## config.mk

```make
export PLATFORM = sky130hd
export DESIGN_NAME = lnbt_lane
export DESIGN_NICKNAME = d
export VERILOG_FILES = /design/src/rtl/lnbt_pkg.sv /design/src/rtl/lnbt_lane.sv
export SDC_FILE = /design/constraint.sdc
export NUM_CORES = 2
export LEC_CHECK = 0
export ABC_AREA = 0
export ABC_CLOCK_PERIOD_IN_PS = 7100
export BUFFER_PORTS_ARGS = -buffer_cell sky130_fd_sc_hd__buf_4
export CORE_ASPECT_RATIO = 0.75
export CORE_MARGIN = 4
export CORE_UTILIZATION = 40
export CTS_BUF_LIST = sky130_fd_sc_hd__clkbuf_4
export CTS_CLUSTER_DIAMETER = 150
export DETAILED_ROUTE_END_ITERATION = 7
export MAX_ROUTING_LAYER = met4
export PLACE_DENSITY_LB_ADDON = 0.2
export SLEW_MARGIN = 20
export SYNTH_ARGS = -nofsm -noshare
export SYNTH_HDL_FRONTEND = slang
export SYNTH_SLANG_ARGS = --single-unit
```

## constraint.sdc

```tcl
create_clock -name clk -period 7.1 [get_ports clk]
set_input_delay 0.355 -clock clk [delete_from_list [all_inputs] [get_ports clk]]
set_output_delay 0.355 -clock clk [all_outputs]
set_load 0.005 [all_outputs]
```

## src/rtl/lnbt_pkg.sv

```systemverilog
// Shared types, widths, codes and sigmoid table functions for the neuron batch trainer.
`default_nettype none

package lnbt_pkg;

    localparam int FEATURE_COUNT       = 2;
    localparam int SIG_ENTRIES_DEFAULT = 256;

    localparam int IN_W    = 16;
    localparam int W_W     = 32;
    localparam int RATE_W  = 16;
    localparam int P_W     = 13;
    localparam int D_W     = 17;
    localparam int S_W     = 11;
    localparam int SQ_W    = 23;
    localparam int E_W     = 28;
    localparam int ER_W    = 45;
    localparam int PROD_W  = 48;
    localparam int Z_W     = 50;
    localparam int UPD_W   = 60;
    localparam int TALLY_W = 16;
    localparam int CFG_IDX_W = 2;

    localparam logic [15:0] LEARN_RATE_RESET = 16'd655;

    localparam logic OP_TRAIN = 1'b0;
    localparam logic OP_LOAD  = 1'b1;

    typedef enum logic [CFG_IDX_W-1:0] {
        CFG_LEARN_RATE,
        CFG_INIT_WEIGHT_A,
        CFG_INIT_WEIGHT_B,
        CFG_INIT_BIAS
    } cfg_reg_t;

    typedef enum logic [3:0] {
        ST_IDLE,
        ST_MUL,
        ST_SUM,
        ST_INDEX,
        ST_LOOK,
        ST_ERR,
        ST_GRAD,
        ST_SCALE,
        ST_UPD,
        ST_COMMIT
    } state_t;

    typedef struct packed {
        logic load;
        logic capture;
        logic mul;
        logic sum;
        logic index;
        logic look;
        logic err;
        logic grad;
        logic scale;
        logic upd;
        logic commit;
        logic last;
    } ctl_t;

    function automatic logic signed [W_W-1:0] sat32(input logic signed [W_W+1:0] v);
        if (v > 34'sd2147483647)
        begin
            return 32'sh7FFFFFFF;
        end
        else if (v < -34'sd2147483648)
        begin
            return 32'sh80000000;
        end
        else
        begin
            return v[W_W-1:0];
        end
    endfunction

    function automatic longint unsigned udiv64(input longint unsigned num,
                                               input longint unsigned den);
        longint unsigned quo;
        longint unsigned rem;
        quo = 64'd0;
        rem = 64'd0;
        for (int i = 63; i >= 0; i--)
        begin
            rem = {rem[62:0], num[i]};
            if (rem >= den)
            begin
                rem = rem - den;
                quo[i] = 1'b1;
            end
        end
        return quo;
    endfunction

    function automatic logic [P_W-1:0] sig_entry(input int k, input int n);
        longint signed   off;
        longint signed   acc;
        longint unsigned a;
        longint unsigned g;
        longint unsigned t;
        longint unsigned e;
        longint unsigned d;
        longint unsigned q;
        off = 2 * longint'(k) + 1 - longint'(n);
        a = (off < 0) ? -off : off;
        g = udiv64(a << 31, $unsigned(longint'(n)));
        t = 64'd1 << 31;
        acc = $signed(t);
        for (int j = 1; j <= 24; j++)
        begin
            t = udiv64((t * g) >> 31, $unsigned(longint'(j)));
            if (j[0])
            begin
                acc = acc - $signed(t);
            end
            else
            begin
                acc = acc + $signed(t);
            end
        end
        if (acc < 0)
        begin
            acc = 0;
        end
        if (acc > (64'sd1 <<< 31))
        begin
            acc = 64'sd1 <<< 31;
        end
        e = $unsigned(acc);
        for (int r = 0; r < 3; r++)
        begin
            e = (e * e) >> 31;
        end
        d = (64'd1 << 31) + e;
        q = udiv64((64'd1 << 43) + (d >> 1), d);
        if (off >= 0)
        begin
            return q[P_W-1:0];
        end
        else
        begin
            return P_W'(64'd4096 - q);
        end
    endfunction

endpackage

`default_nettype wire

```

## src/rtl/lnbt_lane.sv

```systemverilog
// One feature lane: holds its weights, forms the weighted feature and the weight update.
`default_nettype none

module lnbt_lane (
    input  logic                                 clk,
    input  logic                                 rst_n,
    input  lnbt_pkg::ctl_t                       ctl,
    input  logic signed [lnbt_pkg::IN_W-1:0]     feature,
    input  logic signed [lnbt_pkg::W_W-1:0]      init_weight,
    input  logic signed [lnbt_pkg::ER_W-1:0]     er,
    output logic signed [lnbt_pkg::PROD_W-1:0]   prod,
    output logic signed [lnbt_pkg::W_W-1:0]      pend_sat
);
    import lnbt_pkg::*;

    logic signed [IN_W-1:0]   x_reg, x_next;
    logic signed [W_W-1:0]    weight_reg, weight_next;
    logic signed [W_W-1:0]    pend_reg, pend_next;
    logic signed [PROD_W-1:0] prod_reg, prod_next;
    logic signed [UPD_W-1:0]  upd_reg, upd_next;
    logic signed [W_W+1:0]    pend_sum;

    always_comb
    begin
        pend_sum = {{2{pend_reg[W_W-1]}}, pend_reg}
                 + {{10{upd_reg[UPD_W-1]}}, upd_reg[UPD_W-1:36]};
        pend_sat = sat32(pend_sum);

        x_next      = x_reg;
        prod_next   = prod_reg;
        upd_next    = upd_reg;
        weight_next = weight_reg;
        pend_next   = pend_reg;

        if (ctl.capture)
        begin
            x_next = feature;
        end
        if (ctl.mul)
        begin
            prod_next = PROD_W'(weight_reg) * PROD_W'(x_reg);
        end
        if (ctl.upd)
        begin
            upd_next = UPD_W'(er) * UPD_W'(x_reg);
        end
        if (ctl.load)
        begin
            weight_next = init_weight;
            pend_next   = init_weight;
        end
        else if (ctl.commit)
        begin
            pend_next = pend_sat;
            if (ctl.last)
            begin
                weight_next = pend_sat;
            end
        end
    end

    always_ff @(posedge clk or negedge rst_n)
    begin
        if (!rst_n)
        begin
            weight_reg <= '0;
            pend_reg   <= '0;
        end
        else
        begin
            weight_reg <= weight_next;
            pend_reg   <= pend_next;
        end
    end

    always_ff @(posedge clk)
    begin
        x_reg    <= x_next;
        prod_reg <= prod_next;
        upd_reg  <= upd_next;
    end

    assign prod = prod_reg;

endmodule

`default_nettype wire

```

==> results.cfg <==
[worst_setup_path]
crit_buf_inv = 7
crit_fanout = 21
start_kind = flip-flop
crit_path_cell_trace = buf_4, clkbuf_16, and2_1, fa_1, inv_1, fa_1, inv_1, fa_2, fa_1, fa_1, inv_1, fa_1, inv_1, ha_1, o211ai_1, o211ai_1, a21oi_1, a311oi_1, a211oi_1, buf_4, or2_4, o21ai_4, or4b_2, o311ai_0
max_stage_delay_ps = 590
critPathTopFamily = adder cells
end_kind = flip-flop
critPathSlowestCell = or4b_2
required_ps = 7760
critical_path_class = reg -> reg
reg2reg_slack_ps = 110
path_common_cell = fa_1
cp_data_arrival_time_ps = 7650

[finish]
nNetsFinal = 7130
final_cell_mix = inv_1, fa_1, nand2_1
drive_above_1_share = 0.101
multi_input_area_um2 = 38300
synthToLayoutAreaGrowth_pct = 13.4
final_common_cell = inv_1
largest_reg_flops = 48
regArea_um2 = 4240
nFillCells = 11600

[yosys]
seq_area_frac_synth = 0.0879
synth_ff_type = edfxtp_1
synth_cells = 5342
avgSynthCellArea_um2 = 9.04
async_reset_ff_frac = 0.421
synth-edff-count = 88
syn_nets = 6878
yosys_warnings = 0
ys_ff_latch = 152
synthesis.area_um2 = 48300
synthDistinctLibCells = 70

[drt]
vias = 36100
antenna_left = 0
finalWirelength_mm = 143
route.detailed.drc = 0
wl_per_cell_um = 19.7
viasPerCell = 4.99
drt_iter0_drc = 2417
firstDrtPassIters = 6

[floorplan]
core_um2 = 120000
dieArea_um2 = 126000
die_y_um = 309
num_rows = 110
ios = 187
die_w_um = 409
initial_core_util = 0.403

[flow_run]
drv_cap = 0

[cts]
clkTransAtPathRegs_ps = 210
h-tree-depth = 4
cts_sinks = 152
cts_tree = built
cts_buffers = 17
clockRootBuffer = clkbuf_4
clkLatencyLatePin_ps = 890
clockBufferDepth = 2

[sta]
fin_crit_sh = 0.984
slew_violations = 0
relSlewSlack = 0.390
layout_setup_ws_ps = 113
fmax_mhz = 143
tightest_slew_ps = 914
tns_ps = 0
rsz0062_at_grt = true
finalHoldViolCount = 0
skew_ps = 64.7
setup_viol = 0
period_needed_ps = 6990

[global_route]
grt_pass1_vias = 37500
gr-usage-all-layers = 0.232
grt_first_pass_wirelength_mm = 220
grt_max_degree = 77
grt_overflow_total = 0
antenna_found_initial = 1

[place]
gpl.final_weighted_congestion = 0.896
post-dp-hpwl_mm = 110
pre_cts_ws_ps = -135
io_buffers = 180

[worst_hold_path]
hold_class = in -> async

[run_status]
status = finished, final reports clean
==> per-stage QoR <==
step	hold WS [ps]	std cells	cell area (um^2)	utilization
after CTS	30.8	7174	53400	0.446
after global placement	504	7077	52400	0.437
after global routing	66.3	7237	54700	0.457
after floorplan	59.4	5342	48300	-
final	104	7239	54700	0.457
after detailed placement	501	7077	52400	0.437
==> kinds of logic (layout without fill, tap and decap cells) <==
logic type	after synthesis	after routing	synth area share
mux	4	4	0.000855
fa+ha+maj	1429	1429	0.549
flops	152	152	0.0879
simple gates	1531	1531	0.150
compound gates	435	435	0.0614
other cells	0	8	0
buf+inv	1677	1942	0.131
xor+xnor	114	114	0.0207
==> metal layers <==
layer  track usage  up-vias  part of all wire
met4        0.0287        0             0.015
met2         0.334     1170              0.43
met5             -        -                 0
li1              -    16100                 -
met3        0.0389      109             0.077
met1         0.353    18700              0.48
==> cell usage after synthesis, drive strengths merged (5+ instances only) <==
master,count,area (um^2)
o21bai,12,90.1
nor3,19,95.1
a221o,28,280
and3,39,244
buf,7,41.3
o21a,13,97.6
nor2b,11,68.8
or3,5,31.3
clkbuf,243,912
a211oi,23,173
a21oi,102,510
xor2,35,307
and4,5,43.8
o31ai,7,57.6
or2,7,43.8
nand3,29,150
and2,436,2730
fa,1148,23000
ha,281,3520
nand2,812,3050
o21ai,84,420
nand4,13,81.3
a31oi,9,71.3
edfxtp,88,2640
inv,1427,5360
a21o,74,556
nor2,116,435
xnor2,79,692
o22ai,5,31.3
dfrtp,64,1600
a211o,31,272
nand2b,24,150
o211ai,11,82.6
==> timing repair <==
action	4_1_cts	5_1_grt
setup buffers	3	44
hold buffers	60	0
pin swaps	1	46
gates resized for setup	12	138
setup endpoints to repair	11	26
endpoints found under the hold margin	232	0
cloned	2	16
==> worst paths after layout <==
kind / start / endpoint / cells after the start
worst max-delay path: x_reg[10] / upd_reg[48] / 24
worst min-delay path: rst_n / pend_reg[21] / 2
worst max register to register: x_reg[10] / upd_reg[48] / 24
worst min register to register: pend_reg[9] / pend_reg[9] / 1
max in group asynchronous: rst_n / weight_reg[14] / 2
min in group clk: feature[10] / x_reg[10] / 2
==> final cells by class <==
class / instances / share of cell area
clock buffer: 18 / 0.00247
clock inverter: 14 / 0.00299
tap: 1624 / 0.0371
multi-input combinational: 3513 / 0.699
sequential: 152 / 0.0775
inverter: 1427 / 0.0978
timing repair buffer: 483 / 0.0827
antenna: 8 / 0.000366
Power is not shown: default switching activity piles up to over one toggle a cycle in this logic, so the estimate is an artifact.
